<file path="src/rtl/brs_pkg.sv">
// Package for the block request scoreboard.
// Holds payload structs, controller/datapath command and status types, codes and defaults.
// No dependencies.
package brs_pkg;

    // Default sizing
    localparam int DEF_MAX_BLOCKS  = 64;
    localparam int DEF_BLOCK_BYTES = 16384;

    // Configuration port geometry (total_length needs a 64-bit data path)
    localparam int APB_AW = 5;
    localparam int APB_DW = 64;
    localparam int TL_W   = 48;

    // Register indexes
    localparam logic [1:0] REG_BLOCK_COUNT   = 2'd0;
    localparam logic [1:0] REG_LAST_PIECE    = 2'd1;
    localparam logic [1:0] REG_TOTAL_LENGTH  = 2'd2;
    localparam logic [1:0] REG_TIMEOUT_TICKS = 2'd3;

    // Register reset values
    localparam logic [6:0]  RST_BLOCK_COUNT   = 7'd64;
    localparam logic [31:0] RST_TIMEOUT_TICKS = 32'd7000;

    // Item modes
    localparam logic [1:0] MODE_REQUEST = 2'd0;
    localparam logic [1:0] MODE_FILL    = 2'd1;
    localparam logic [1:0] MODE_TICK    = 2'd2;
    localparam logic [1:0] MODE_RESET   = 2'd3;

    // Error codes
    localparam logic [1:0] ERR_OK        = 2'd0;
    localparam logic [1:0] ERR_NONE_FREE = 2'd1;
    localparam logic [1:0] ERR_RETRIEVED = 2'd2;
    localparam logic [1:0] ERR_NO_OFFSET = 2'd3;

    // Per-block state codes
    localparam logic [1:0] BLK_MISSING   = 2'd0;
    localparam logic [1:0] BLK_PENDING   = 2'd1;
    localparam logic [1:0] BLK_RETRIEVED = 2'd2;

    typedef struct packed {
        logic [1:0]  mode;
        logic [19:0] fill_offset;
    } t_item;

    typedef struct packed {
        logic [1:0]  error_code;
        logic [19:0] request_offset;
        logic [14:0] request_length;
        logic        piece_full;
        logic        can_request;
    } t_result;

    // Controller state
    typedef enum logic [1:0] {
        ST_INIT,
        ST_IDLE,
        ST_CLEAR,
        ST_SCAN
    } t_fsm_e;

    // Controller -> datapath commands
    typedef struct packed {
        logic load;
        logic scan_run;
        logic clr_run;
        logic emit;
    } t_dp_cmd;

    // Datapath -> controller status
    typedef struct packed {
        logic scan_done;
        logic clr_done;
    } t_dp_sts;

endpackage

</file>
<file path="src/rtl/brs_cfg.sv">
// Configuration registers of the block request scoreboard with APB-style access.
// Also reduces total_length modulo the block size, one 16-bit digit at a time (quotient step, then remainder step).
// Depends on brs_pkg.
module brs_cfg #(
    parameter int MAX_BLOCKS  = brs_pkg::DEF_MAX_BLOCKS,
    parameter int BLOCK_BYTES = brs_pkg::DEF_BLOCK_BYTES,
    localparam int CW = $clog2(MAX_BLOCKS + 1),
    localparam int RW = $clog2(BLOCK_BYTES + 1)
) (
    input  logic                       i_clk,
    input  logic                       i_rst_n,
    input  logic                       psel,
    input  logic                       penable,
    input  logic                       pwrite,
    input  logic [brs_pkg::APB_AW-1:0] paddr,
    input  logic [brs_pkg::APB_DW-1:0] pwdata,
    output logic [brs_pkg::APB_DW-1:0] prdata,
    output logic                       pready,
    output logic [CW-1:0]              o_n_use,
    output logic                       o_last_piece,
    output logic [RW-1:0]              o_rem,
    output logic [31:0]                o_timeout,
    output logic                       o_busy
);
    import brs_pkg::*;

    localparam int DIG_W = 16;
    localparam int N_DIG = TL_W / DIG_W;
    localparam int CNT_W = $clog2(2 * N_DIG + 1);
    localparam int SH    = $clog2(BLOCK_BYTES);
    localparam int QW    = 17;
    // Scaled reciprocal of the block size: exact floor division of any 32-bit value
    localparam logic [33:0] RECIP =
        34'(((64'd1 << (32 + SH)) / 64'(BLOCK_BYTES)) + 64'd1);

    logic [6:0]       r_block_count;
    logic             r_last_piece;
    logic [TL_W-1:0]  r_total_length;
    logic [31:0]      r_timeout;
    logic [TL_W-1:0]  r_shift;
    logic [RW-1:0]    r_rem;
    logic [QW-1:0]    r_quo;
    logic [CNT_W-1:0] r_rem_cnt;

    logic             wr_en;
    logic [1:0]       reg_idx;
    logic [31:0]      rem_v;
    logic [65:0]      rem_prod;
    logic [31:0]      rem_back;

    assign pready  = 1'b1;
    assign wr_en   = psel && penable && pwrite;
    assign reg_idx = paddr[4:3];

    // Digit step: v = rem * 2^16 + digit, quotient by reciprocal, then remainder
    assign rem_v    = {DIG_W'(r_rem), r_shift[TL_W-1 -: DIG_W]};
    assign rem_prod = {34'd0, rem_v} * {32'd0, RECIP};
    assign rem_back = rem_v - 32'(r_quo) * 32'(BLOCK_BYTES);

    // Register writes and remainder sequence (even count: quotient, odd: remainder)
    always_ff @(posedge i_clk) begin
        if (!i_rst_n) begin
            r_block_count  <= RST_BLOCK_COUNT;
            r_last_piece   <= 1'b0;
            r_total_length <= '0;
            r_timeout      <= RST_TIMEOUT_TICKS;
            r_rem          <= '0;
            r_quo          <= '0;
            r_rem_cnt      <= '0;
            r_shift        <= '0;
        end else begin
            if (r_rem_cnt != '0) begin
                if (!r_rem_cnt[0]) begin
                    r_quo <= rem_prod[32 + SH +: QW];
                end else begin
                    r_rem   <= rem_back[RW-1:0];
                    r_shift <= {r_shift[TL_W-DIG_W-1:0], {DIG_W{1'b0}}};
                end
                r_rem_cnt <= r_rem_cnt - CNT_W'(1);
            end
            if (wr_en) begin
                unique case (reg_idx)
                    REG_BLOCK_COUNT:   r_block_count <= pwdata[6:0];
                    REG_LAST_PIECE:    r_last_piece  <= pwdata[0];
                    REG_TOTAL_LENGTH: begin
                        r_total_length <= pwdata[TL_W-1:0];
                        r_shift        <= pwdata[TL_W-1:0];
                        r_rem          <= '0;
                        r_rem_cnt      <= CNT_W'(2 * N_DIG);
                    end
                    REG_TIMEOUT_TICKS: r_timeout     <= pwdata[31:0];
                    default: ;
                endcase
            end
        end
    end

    // Read mux
    always_comb begin
        unique case (reg_idx)
            REG_BLOCK_COUNT:   prdata = APB_DW'(r_block_count);
            REG_LAST_PIECE:    prdata = APB_DW'(r_last_piece);
            REG_TOTAL_LENGTH:  prdata = APB_DW'(r_total_length);
            REG_TIMEOUT_TICKS: prdata = APB_DW'(r_timeout);
            default:           prdata = '0;
        endcase
    end

    // Blocks in use: count saturated to the table depth
    assign o_n_use      = (32'(r_block_count) > 32'(MAX_BLOCKS)) ? CW'(MAX_BLOCKS)
                                                                  : CW'(r_block_count);
    assign o_last_piece = r_last_piece;
    assign o_rem        = r_rem;
    assign o_timeout    = r_timeout;
    assign o_busy       = (r_rem_cnt != '0);

endmodule

</file>
<file path="src/rtl/brs_ctrl.sv">
// Controller of the block request scoreboard: sequences clear sweeps and table scans.
// Drives the datapath through t_dp_cmd and watches t_dp_sts.
// Depends on brs_pkg.
module brs_ctrl (
    input  logic             i_clk,
    input  logic             i_rst_n,
    input  logic             i_accept,
    input  logic [1:0]       i_mode,
    input  brs_pkg::t_dp_sts i_sts,
    output brs_pkg::t_dp_cmd o_cmd,
    output logic             o_busy
);
    import brs_pkg::*;

    t_fsm_e r_state;
    t_fsm_e n_state;

    // State register; reset starts with a clear sweep of the table
    always_ff @(posedge i_clk) begin
        if (!i_rst_n) begin
            r_state <= ST_INIT;
        end else begin
            r_state <= n_state;
        end
    end

    // Next state and commands
    always_comb begin
        n_state = r_state;
        o_cmd   = '0;
        unique case (r_state)
            ST_INIT: begin
                o_cmd.clr_run = 1'b1;
                if (i_sts.clr_done) n_state = ST_IDLE;
            end
            ST_IDLE: begin
                if (i_accept) begin
                    o_cmd.load = 1'b1;
                    n_state    = (i_mode == MODE_RESET) ? ST_CLEAR : ST_SCAN;
                end
            end
            ST_CLEAR: begin
                o_cmd.clr_run = 1'b1;
                if (i_sts.clr_done) begin
                    o_cmd.emit = 1'b1;
                    n_state    = ST_IDLE;
                end
            end
            ST_SCAN: begin
                o_cmd.scan_run = 1'b1;
                if (i_sts.scan_done) begin
                    o_cmd.emit = 1'b1;
                    n_state    = ST_IDLE;
                end
            end
            default: n_state = ST_IDLE;
        endcase
    end

    assign o_busy = (r_state != ST_IDLE);

endmodule

</file>
<file path="src/rtl/brs_dp.sv">
// Datapath of the block request scoreboard: block state and stamp memories, tick
// counter, sequential scan with target selection, write-back and result register.
// Depends on brs_pkg.
module brs_dp #(
    parameter int MAX_BLOCKS  = brs_pkg::DEF_MAX_BLOCKS,
    parameter int BLOCK_BYTES = brs_pkg::DEF_BLOCK_BYTES,
    localparam int CW = $clog2(MAX_BLOCKS + 1),
    localparam int RW = $clog2(BLOCK_BYTES + 1)
) (
    input  logic             i_clk,
    input  logic             i_rst_n,
    input  brs_pkg::t_dp_cmd i_cmd,
    output brs_pkg::t_dp_sts o_sts,
    input  brs_pkg::t_item   i_item,
    input  logic [CW-1:0]    i_n_use,
    input  logic             i_last_piece,
    input  logic [RW-1:0]    i_rem,
    input  logic [31:0]      i_timeout,
    output logic             o_done,
    output brs_pkg::t_result o_result
);
    import brs_pkg::*;

    localparam int IW = (MAX_BLOCKS > 1) ? $clog2(MAX_BLOCKS) : 1;
    localparam int OW = $clog2(MAX_BLOCKS * BLOCK_BYTES + 1);

    // Table memories
    logic [1:0]  mem_st [MAX_BLOCKS];
    logic [31:0] mem_sp [MAX_BLOCKS];

    logic [1:0]    r_mode;
    logic [19:0]   r_foff;
    logic [31:0]   r_time;
    logic [CW-1:0] r_rd_idx;
    logic          r_dv;
    logic [CW-1:0] r_di;
    logic [OW-1:0] r_doff;
    logic [1:0]    r_st_q;
    logic [31:0]   r_sp_q;
    logic          r_found;
    logic [IW-1:0] r_tidx;
    logic [OW-1:0] r_toff;
    logic          r_tlast;
    logic          r_tret;
    logic          r_full;
    logic          r_avail;
    logic [IW-1:0] r_clr_idx;
    logic          r_done;
    t_result       r_result;

    logic          issue;
    logic          ready;
    logic          is_ret;
    logic          is_target;
    logic          clr_last;
    logic          wr_pending;
    logic          wr_retrieved;
    logic [31:0]   elapsed;
    logic [31:0]   len32;
    logic [31:0]   off32;
    t_result       res;

    // Per-entry evaluation of the registered read data
    assign elapsed = r_time - r_sp_q;
    assign is_ret  = (r_st_q == BLK_RETRIEVED);
    assign ready   = (r_st_q == BLK_MISSING) ||
                     ((r_st_q == BLK_PENDING) && (elapsed > i_timeout));

    always_comb begin
        case (r_mode)
            MODE_REQUEST: is_target = ready && !r_found;
            MODE_FILL:    is_target = !r_found && (32'(r_doff) == 32'(r_foff));
            default:      is_target = 1'b0;
        endcase
    end

    assign issue    = i_cmd.scan_run && (r_rd_idx < i_n_use);
    assign clr_last = (r_clr_idx == IW'(MAX_BLOCKS - 1));

    // Scan pipeline, tick counter and clear index
    always_ff @(posedge i_clk) begin
        if (!i_rst_n) begin
            r_time    <= '0;
            r_rd_idx  <= '0;
            r_dv      <= 1'b0;
            r_di      <= '0;
            r_doff    <= '0;
            r_found   <= 1'b0;
            r_tret    <= 1'b0;
            r_tlast   <= 1'b0;
            r_full    <= 1'b1;
            r_avail   <= 1'b0;
            r_clr_idx <= '0;
            r_mode    <= MODE_TICK;
        end else begin
            if (i_cmd.load) begin
                r_mode   <= i_item.mode;
                r_rd_idx <= '0;
                r_dv     <= 1'b0;
                r_di     <= '0;
                r_doff   <= '0;
                r_found  <= 1'b0;
                r_tret   <= 1'b0;
                r_tlast  <= 1'b0;
                r_full   <= 1'b1;
                r_avail  <= 1'b0;
                if (i_item.mode == MODE_TICK) r_time <= r_time + 32'd1;
            end else begin
                r_dv <= issue;
                if (issue) r_rd_idx <= r_rd_idx + CW'(1);
                if (r_dv) begin
                    r_di   <= r_di + CW'(1);
                    r_doff <= r_doff + OW'(BLOCK_BYTES);
                    if (is_target) begin
                        r_found <= 1'b1;
                        r_tret  <= is_ret;
                        r_tlast <= (CW'(r_di + CW'(1)) == i_n_use);
                    end
                    // Flags reflect the table after this item's write-back
                    if (!(is_target && r_mode == MODE_FILL)) begin
                        if (!is_ret) r_full <= 1'b0;
                    end
                    if (ready && !is_target) r_avail <= 1'b1;
                end
            end
            if (i_cmd.clr_run) r_clr_idx <= clr_last ? '0 : r_clr_idx + IW'(1);
        end
    end

    // Target fields carry no reset
    always_ff @(posedge i_clk) begin
        if (i_cmd.load) r_foff <= i_item.fill_offset;
        if (r_dv && is_target) begin
            r_tidx <= r_di[IW-1:0];
            r_toff <= r_doff;
        end
    end

    // Registered memory reads
    always_ff @(posedge i_clk) begin
        r_st_q <= mem_st[r_rd_idx[IW-1:0]];
        r_sp_q <= mem_sp[r_rd_idx[IW-1:0]];
    end

    // Write-back at result time, or clear sweep
    assign wr_pending   = i_cmd.emit && (r_mode == MODE_REQUEST) && r_found;
    assign wr_retrieved = i_cmd.emit && (r_mode == MODE_FILL) && r_found && !r_tret;

    always_ff @(posedge i_clk) begin
        if (i_cmd.clr_run) begin
            mem_st[r_clr_idx] <= BLK_MISSING;
        end else if (wr_pending) begin
            mem_st[r_tidx] <= BLK_PENDING;
        end else if (wr_retrieved) begin
            mem_st[r_tidx] <= BLK_RETRIEVED;
        end
    end

    always_ff @(posedge i_clk) begin
        if (wr_pending) mem_sp[r_tidx] <= r_time;
    end

    // Result assembly
    assign len32 = (i_last_piece && r_tlast && (i_rem != '0)) ? 32'(i_rem)
                                                             : 32'(BLOCK_BYTES);
    assign off32 = 32'(r_toff);

    always_comb begin
        res             = '0;
        res.error_code  = ERR_OK;
        res.piece_full  = r_full;
        res.can_request = r_avail;
        case (r_mode)
            MODE_REQUEST: begin
                if (r_found) begin
                    res.request_offset = off32[19:0];
                    res.request_length = len32[14:0];
                end else begin
                    res.error_code = ERR_NONE_FREE;
                end
            end
            MODE_FILL: begin
                if (!r_found)    res.error_code = ERR_NO_OFFSET;
                else if (r_tret) res.error_code = ERR_RETRIEVED;
            end
            MODE_RESET: begin
                res.piece_full  = (i_n_use == '0);
                res.can_request = (i_n_use != '0);
            end
            default: ;
        endcase
    end

    always_ff @(posedge i_clk) begin
        if (!i_rst_n) begin
            r_done <= 1'b0;
        end else begin
            r_done <= i_cmd.emit;
        end
    end

    always_ff @(posedge i_clk) begin
        if (i_cmd.emit) r_result <= res;
    end

    assign o_sts.scan_done = (r_rd_idx == i_n_use) && !r_dv;
    assign o_sts.clr_done  = clr_last;
    assign o_done          = r_done;
    assign o_result        = r_result;

endmodule

</file>
<file path="src/rtl/block_request_scoreboard.sv">
// Top level of the block request scoreboard.
// Instantiates brs_cfg, brs_ctrl and brs_dp; depends on brs_pkg.
//
// Usage:
//  - Command channel: an item (mode, fill_offset) is taken at a clock edge where
//    start is high and busy is low.
//  - Result channel: o_done is high for one cycle with o_result; there is no
//    backpressure, the receiver must take it in that cycle.
//  - Configuration: APB-style port, 64-bit data, register i at byte 8*i
//    (block_count, last_piece, total_length, timeout_ticks); pready is always high.
//  - Scanning: request, fill and tick items scan the n blocks in use through one
//    memory read port, one entry per cycle; busy drops as o_done rises, so a new
//    item is taken only once the previous result is out.
//  - A reset item clears the whole state memory, one entry per cycle, before its result.
//  - A write of total_length reduces it modulo the block size one 16-bit digit
//    at a time (quotient step, then remainder step); busy stays high until done.
//  - After reset, busy is high during a clearing pass of the whole state
//    memory; configuration writes are taken throughout.
module block_request_scoreboard #(
    parameter int MAX_BLOCKS  = brs_pkg::DEF_MAX_BLOCKS,
    parameter int BLOCK_BYTES = brs_pkg::DEF_BLOCK_BYTES
) (
    input  logic                       i_clk,
    input  logic                       i_rst_n,
    input  logic                       start,
    output logic                       busy,
    input  brs_pkg::t_item             i_cmd,
    output logic                       o_done,
    output brs_pkg::t_result           o_result,
    input  logic                       psel,
    input  logic                       penable,
    input  logic                       pwrite,
    input  logic [brs_pkg::APB_AW-1:0] paddr,
    input  logic [brs_pkg::APB_DW-1:0] pwdata,
    output logic [brs_pkg::APB_DW-1:0] prdata,
    output logic                       pready
);
    import brs_pkg::*;

    localparam int CW = $clog2(MAX_BLOCKS + 1);
    localparam int RW = $clog2(BLOCK_BYTES + 1);

    logic          accept;
    logic          ctrl_busy;
    logic          cfg_busy;
    logic [CW-1:0] n_use;
    logic          last_piece;
    logic [RW-1:0] rem;
    logic [31:0]   timeout;
    t_dp_cmd       dp_cmd;
    t_dp_sts       dp_sts;

    // Item handshake
    assign busy   = ctrl_busy || cfg_busy;
    assign accept = start && !busy;

    brs_cfg #(
        .MAX_BLOCKS  (MAX_BLOCKS),
        .BLOCK_BYTES (BLOCK_BYTES)
    ) u_cfg (
        .i_clk        (i_clk),
        .i_rst_n      (i_rst_n),
        .psel         (psel),
        .penable      (penable),
        .pwrite       (pwrite),
        .paddr        (paddr),
        .pwdata       (pwdata),
        .prdata       (prdata),
        .pready       (pready),
        .o_n_use      (n_use),
        .o_last_piece (last_piece),
        .o_rem        (rem),
        .o_timeout    (timeout),
        .o_busy       (cfg_busy)
    );

    brs_ctrl u_ctrl (
        .i_clk    (i_clk),
        .i_rst_n  (i_rst_n),
        .i_accept (accept),
        .i_mode   (i_cmd.mode),
        .i_sts    (dp_sts),
        .o_cmd    (dp_cmd),
        .o_busy   (ctrl_busy)
    );

    brs_dp #(
        .MAX_BLOCKS  (MAX_BLOCKS),
        .BLOCK_BYTES (BLOCK_BYTES)
    ) u_dp (
        .i_clk        (i_clk),
        .i_rst_n      (i_rst_n),
        .i_cmd        (dp_cmd),
        .o_sts        (dp_sts),
        .i_item       (i_cmd),
        .i_n_use      (n_use),
        .i_last_piece (last_piece),
        .i_rem        (rem),
        .i_timeout    (timeout),
        .o_done       (o_done),
        .o_result     (o_result)
    );

endmodule
</file>
<file path="config.mk">
export PLATFORM = sky130hd
export DESIGN_NAME = block_request_scoreboard
export DESIGN_NICKNAME = d
export VERILOG_FILES = /design/src/rtl/brs_pkg.sv /design/src/rtl/brs_cfg.sv /design/src/rtl/brs_ctrl.sv /design/src/rtl/brs_dp.sv /design/src/rtl/block_request_scoreboard.sv
export SDC_FILE = /design/constraint.sdc
export NUM_CORES = 2
export LEC_CHECK = 0
export BUFFER_PORTS_ARGS = -buffer_cell sky130_fd_sc_hd__buf_2
export CORE_MARGIN = 4
export CORE_UTILIZATION = 60
export DETAILED_ROUTE_END_ITERATION = 8
export PLACE_DENSITY_LB_ADDON = 0.1
export SLEW_MARGIN = 20
export SYNTH_ARGS = -nofsm -noshare
export SYNTH_HDL_FRONTEND = slang
export SYNTH_SLANG_ARGS = --single-unit
</file>
<file path="constraint.sdc">
create_clock -name i_clk -period 7.5 [get_ports i_clk]
set_input_delay 0.375 -clock i_clk [delete_from_list [all_inputs] [get_ports i_clk]]
set_output_delay 0.375 -clock i_clk [all_outputs]
set_load 0.05 [all_outputs]
</file>
# Word-level counts from Yosys, hierarchy flattened
# Memories as Yosys holds them, arrays and structs flattened. A register that Yosys moved wholly into a read port is not among the register bits.
# Cells that the tools add are included.
[classes] n_mul=1 eq_ne=20 n_bitwise=5 muxes=47 n_lt_le_gt_ge=3 reduce_logical=48 n_addsub=8
[op_table] op="64-bit one-hot mux with 4 select lines" count=1
[op_table] op="48-bit two-way mux" count=4
[op_table] op="15-bit two-way mux" count=5
[op_table] op="31-bit by 33-bit multiplier with 47-bit output, second input constant" count=1
[op_table] op="32-bit by 1-bit adder with 32-bit output, second input constant" count=1
[op_table] op="32-bit greater-than comparator" count=1
[op_table] op="32-bit subtractor" count=1
[op_table] op="21-bit by 15-bit adder with 21-bit output, second input constant" count=1
[op_table] op="21-bit by 20-bit equality test with 1-bit output" count=1
[op_table] op="1-bit two-way mux" count=19
[op_table] op="1-bit logical AND" count=18
[op_table] op="2-bit AND reduction" count=9
[op_table] op="2-bit equality test, second input constant" count=8
[op_table] op="2-bit two-way mux" count=8
[op_table] op="15-bit nonzero test" count=1
[op_table] op="15-bit subtractor" count=1
[op_table] op="7-bit by 1-bit adder with 7-bit output, second input constant" count=2
[op_table] op="7-bit equality test" count=2
[op_table] op="6-bit two-way mux" count=2
[op_table] op="3-bit two-way mux" count=3
[op_table] op="3-bit AND reduction" count=3
[op_table] op="2-bit by 1-bit equality test with 1-bit output, second input constant" count=4
[op_table] op="2-bit zero test" count=4
[op_table] op="7-bit greater-than comparator, second input constant" count=1
[op_table] op="other kinds (18)" count=31
[word_totals] n_memories=2 output_inout_bits=106 mem_bits_rw=2176 inputBits=97 regBits=324
[mem_list] name="u_dp.mem_sp" depth=64 word_bits=32 rd=1 rd_ports_with_merged_regs=1 write_ports=1 line_no="brs_dp.sv:29" rtl="logic [31:0] mem_sp [MAX_BLOCKS];"
[mem_list] name="u_dp.mem_st" depth=64 word_bits=2 rd=1 rd_ports_with_merged_regs=1 write_ports=1 line_no="brs_dp.sv:28" rtl="logic [1:0] mem_st [MAX_BLOCKS];"

# Logic depth before layout (Yosys ltp)
[logic_depth] ltp_word=16 mapped_depth=22

# Cells and area by module
# From an unflattened synthesis, not the netlist that was laid out.
[unflattened] hier_cells=4872 area_unflattened_um2=98240.5
[by_module_without_submodules] module="brs_dp" seq_area_each_um2=69096.3 n_inst=1 area_each_um2=91779.3 cells_per_inst=4167
[by_module_without_submodules] module="brs_cfg" seq_area_each_um2=3042.9 n_inst=1 area_each_um2=6318.6 cells_per_inst=688
[by_module_without_submodules] module="brs_ctrl" seq_area_each_um2=40.0 n_inst=1 area_each_um2=128.9 cells_per_inst=15
[by_module_without_submodules] module="block_request_scoreboard" seq_area_each_um2=0.0 n_inst=1 area_each_um2=13.8 cells_per_inst=2

# Least setup slack after synthesis
# OpenSTA, ideal clock, no wires.
[synth_path] path_type="register -> register" from="register u_dp.r_rd_idx[0]" to="memory u_dp.mem_st[0][0], data pin" setup_slack_ns=1.382 path_stages_with_launch=10 n_path_buf=3 required_ns=6.637 arrival_time_ns=5.255 path_cell_list="dfxtp_1 > clkbuf_1 > clkbuf_1 > buf_2 > inv_1 > ha_1 > nand4_1 > o21ai_1 > nand3_1 > nor4_1"
[synth_via] elab_chain_len=14 elab_cells_between_ends=20 cone_classes="eq/ne (1); mux (11); bitwise (1); reduce/logical (7)"
[synth_rtl] item="start, declared" line_no="brs_dp.sv:34" rtl="logic [CW-1:0] r_rd_idx;"
[synth_rtl] item="start signal, assigned" line_no="brs_dp.sv:110" rtl="if (issue) r_rd_idx <= r_rd_idx + CW'(1);"
[synth_rtl] item="7-bit equality test (*)" line_no="brs_dp.sv:206" rtl="assign o_sts.scan_done = (r_rd_idx == i_n_use) && !r_dv;"
[synth_rtl] item="1-bit logical AND (*)" line_no="brs_dp.sv:206"
[synth_rtl] item="1-bit two-way mux (*)" line_no="brs_ctrl.sv:51" rtl="if (i_sts.scan_done) begin"
[synth_rtl] item="1-bit one-hot mux with 2 select lines (*)" line_no="brs_ctrl.sv:31" rtl="unique case (r_state)"
[synth_rtl] item="1-bit logical AND (3 in a row)" line_no="brs_dp.sv:147" rtl="assign wr_retrieved = i_cmd.emit && (r_mode == MODE_FILL) && r_found && !r_tret;"
[synth_rtl] item="1-bit two-way mux" line_no="brs_dp.sv:154" rtl="end else if (wr_retrieved) begin"
[synth_rtl] item="1-bit two-way mux" line_no="brs_dp.sv:152" rtl="end else if (wr_pending) begin"
[synth_rtl] item="1-bit two-way mux" line_no="brs_dp.sv:150" rtl="if (i_cmd.clr_run) begin"
[synth_rtl] item="1-bit two-way mux (implied by the code)" line_no="brs_dp.sv:155" rtl="mem_st[r_tidx] <= BLK_RETRIEVED;"
[synth_rtl] item="1-bit OR (no source line)"
[synth_rtl] item="2-bit OR reduction (no source line)"
[synth_rtl] item="2-bit two-way mux (no source line) (*)"
[synth_rtl] item="end, declared" line_no="brs_dp.sv:28"
# Mark *: on every way between the ends. The rest lies on a longest branch, timed or not.

# Worst setup path after layout
[layout_path] from="register u_dp.r_time[0]" to="register u_dp.r_tidx[5], enable pin"
[layout_via] elab_chain_len=7
[layout_rtl] item="start, declared" line_no="brs_dp.sv:33" rtl="logic [31:0] r_time;"
[layout_rtl] item="start signal, assigned" line_no="brs_dp.sv:107" rtl="if (i_item.mode == MODE_TICK) r_time <= r_time + 32'd1;"
[layout_rtl] item="32-bit subtractor" line_no="brs_dp.sv:64" rtl="assign elapsed = r_time - r_sp_q;"
[layout_rtl] item="32-bit greater-than comparator" line_no="brs_dp.sv:67" rtl="((r_st_q == BLK_PENDING) && (elapsed > i_timeout));"
[layout_rtl] item="1-bit logical AND" line_no="brs_dp.sv:67"
[layout_rtl] item="1-bit logical OR" line_no="brs_dp.sv:66" rtl="assign ready = (r_st_q == BLK_MISSING) ||"
[layout_rtl] item="1-bit logical AND" line_no="brs_dp.sv:71" rtl="MODE_REQUEST: is_target = ready && !r_found;"
[layout_rtl] item="1-bit one-hot mux with 2 select lines" line_no="brs_dp.sv:70" rtl="case (r_mode)"
[layout_rtl] item="1-bit logical AND" line_no="brs_dp.sv:133" rtl="if (r_dv && is_target) begin"
[layout_rtl] item="end signal, assigned" line_no="brs_dp.sv:134" rtl="r_tidx <= r_di[IW-1:0];"
[layout_rtl] item="end, declared" line_no="brs_dp.sv:41" rtl="logic [IW-1:0] r_tidx;"
# Every way passes these cells.
# A chain may end at the register's enable or synchronous reset.

==> impl_results.md <==
* Status: finished, final reports clean
* Ys flop type: edfxtp_1
* Async SR Flop Fraction at 0%
* Critical path depth at 20
* Synthesized netlist cell count at 4931
* Clk root buf: clkbuf_16
* Max FO, Critical Path at 15
* Clk pin slew, worst setup/hold paths at 60 ps
* Clk_lat worst skew at 850 ps
* Clk sinks at 2489
* Delay-heaviest family, CP: compound AO/OA/AOI/OAI gates
* Slew Viols, Final at 0
* Post-route setup slack at 1500 ps
* Synth cell types at 76
* Synth top area share at 68.1%
* Congestion Overflow GR at 0
* TritonCTS buffer count at 237
* Leak at 29.4 nW
* Avg Inst Size Synth at 20.0 µm²
* Via/cell ratio at 6.39
* Final WL at 225000 µm
* Critical Path Most Common Cell: inv_1
* Hold Crit Class: input pin to flop
* Sequential area share after synthesis at 73.3%
* Setup crit start: u_dp.r_time[0]
* Synth area leaders: edfxtp_1 (68%), mux4_2 (16%), dfxtp_1 (5.2%)
* Wirelength per Cell at 29.5 µm
* PostCTS Resize Cnt at 0
* Worst Setup End Kind: flop
* Slew @ Worst Pin at 1070 ps
* Total negative slack at 0 ps
* WP buf/inv at 3
* # diodes at 0
* Post-route ant nets at 0
* Number of synthesized register bits at 2489
* Worst r2r src: u_dp.r_time[0]
* Via count at 48800
* Chip width at 413 µm
* Drc violations at 0
* Cell Rows at 148
* Maxcap violations at 0
* Setup crit start kind: flop
* Vias in the first global route at 49000
* Commonest cells in the netlist: edfxtp_1 (2233), mux4_2 (715), nand2_1 (268), dfxtp_1 (256), clkbuf_1 (190)
* RSZ-0062 raised after global routing: no
* CP max stage delay at 570 ps
* Final Skew at 31.9 ps
* Cell Area, Synth at 98500 µm²
* Initial antenna violation count at 4
* Core box area at 163000 µm²
* Pwr/cell area at 243 nW/µm²
* Final period util at 80.0%
* Most frequent cell after synthesis: edfxtp_1
* CTS tree: yes
* Ports at 203
* Area grow syn2layout at 12.4%
* Clock Tree Buf Depth at 3
* CP max-delay cell: a311oi_1
* R2R depth at 20
* CP required at 7980 ps
* Max VDD drop at 256 µV
* Iter 0 DRT Violations at 5282
* Die Y at 413 µm
* Pin count of the biggest net entering global routing at 142
* Pre-CTS setup slack at 1480 ps
* Final hold vios at 0
* Worst Setup EP: u_dp.r_tidx[5]
* Post-synth top area cell: edfxtp_1
* Share of layout cells above drive strength 1 at 27.2%
* H-tree levels at 4
* Port bufs at 152
* DR pass1 iterations at 5
* Post-synth EDFFs at 2233
* Relative slew slack at 28.7%
* Final net count at 5442
* R2R Setup Slk at 1500 ps
* Tot GR Track Use at 26.9%
* Worst r2r dst: u_dp.r_tidx[5]
* Fmax at 167 MHz
* Critical Path, Cell by Cell: inv_1 > ha_1 > inv_1 > fa_1 > a21o_1 > a221oi_1 > o211ai_1 > a21o_1 > a41oi_1 > o211ai_1 > a2111o_1 > o311ai_0 > ha_1 > nand4_1 > or2_2 > inv_1 > nand3_1 > a311o_1 > a311oi_1 > or2_2
* Type of the worst setup path: flop to flop
* Final setup viols at 0
* First-pass GRT wire length at 333000 µm
* Worst EP arrival at 6490 ps
* Die Footprint at 171000 µm²
* Period minus WS final at 6000 ps
* Routability Congestion at 0.837
* Initial Utilization at 60.4%
* Synth Warn # at 0
* Dpl hpwl at 131000 µm
* Tot Pwr at 26.9 mW
[area by class of cell]
cell class / count / area, µm²
inverters: 89 / 334
well taps: 2175 / 2720
multi-input cells: 2084 / 25200
repair buffers: 365 / 2640
clock buffers: 316 / 6520
flip-flops and latches: 2489 / 72200
clock inverters: 118 / 1040
fillers: 10400 / 52200
[sequential cells by signal (all words and copies together), names as in the netlist, 3 cells and up]
register and count:
u_dp.r_foff 20, u_cfg.r_shift 45, u_dp.r_doff 7, u_dp.r_di 7, u_dp.r_clr_idx 6, u_cfg.r_block_count 7, u_cfg.r_total_length 48, u_dp.r_sp_q 32
u_cfg.r_rem_cnt 3, u_cfg.o_rem 15, u_dp.r_rd_idx 7, u_dp.o_result 25, u_dp.mem_st 128, u_dp.r_tidx 6, u_cfg.o_timeout 32, u_dp.r_time 32
u_dp.mem_sp 2048, u_dp.r_toff 6
[per-layer routing]
layer / share of wire (%) / routed length (µm) / track usage, %
met3: 8.0 / 18100 / 5.06
met1: 41 / 92500 / 39.9
met4: 2.0 / 4520 / 5.83
met5: 0 / 0 / 0
met2: 49 / 110000 / 42.6
[cell families (layout without fill, tap and decap cells)]
group,Yosys count,in the layout,synth area share (%)
DFF,2489,2489,73.3
muxes,790,790,17.1
and+or+nand+nor,757,757,3.71
buffers and inverters,387,888,1.69
AOI/OAI and AO/OA,339,339,2.37
xor gates and xnor gates,88,88,0.783
adders and majority gates,79,79,1.01
other,2,31,0.00763
[worst min path at each step]
stage / start / endpoint / cells past startpoint
after CTS: i_cmd[13] / u_dp.r_foff[13] / 2
after detailed placement: u_cfg.r_shift[45] / u_cfg.o_rem[13] / 2
final: i_cmd[19] / u_dp.r_foff[19] / 2
after floorplan: u_dp.r_di[4] / u_dp.r_tidx[4] / 0
after global routing: i_cmd[6] / u_dp.r_foff[6] / 2
after global placement: u_cfg.r_shift[45] / u_cfg.o_rem[13] / 2
[power breakdown]
part	internal (mW)	switching, mW
Combinational	0.134	0.232
Clock	6.60	5.00
Sequential	14.9	0.0202
[worst reg2reg max path, stage by stage (launching register included)]
cell and delay, ps:
dfxtp_2 320, inv_1 90, ha_1 170, inv_1 50, fa_1 400, a21o_1 190
a221oi_1 450, o211ai_1 270, a21o_1 260, a41oi_1 400, o211ai_1 190, a2111o_1 390
o311ai_0 140, ha_1 210, nand4_1 90, or2_2 300, inv_1 100, nand3_1 200
a311o_1 360, a311oi_1 570, or2_2 480
[layout by cell type, fill, tap and decap left out, types with 58 or more instances in the layout]
cell and n:
ha_1 78, dlygate4sd3_1 74, a21oi_1 60, clkbuf_16 243, nor2_1 98, nor2_4 64
a21boi_0 78, dfxtp_1 218, buf_2 151, edfxtp_1 2233, xnor2_1 58, inv_1 87
buf_4 133, mux4_2 715, nand2_1 267, and2_1 88, mux2i_1 69
[through the flow]
stage	instances	utilization [%]	cell area [µm²]	hold slack [ps]
finish	7636	67.9	111000	258
global route	7636	67.9	111000	214
CTS	7635	67.9	111000	185
detailed placement	7127	62.8	102000	444
global placement	7126	62.8	102000	441
floorplan	4960	-	98600	406
[repair_timing]
item                                    4_1_cts  5_1_grt
hold buffers                                 74        0
hold endpoints to repair                    168        0
endpoints found under the setup margin        0        0
setup buffers                                 0        0
(Power assumes the default switching activity.)
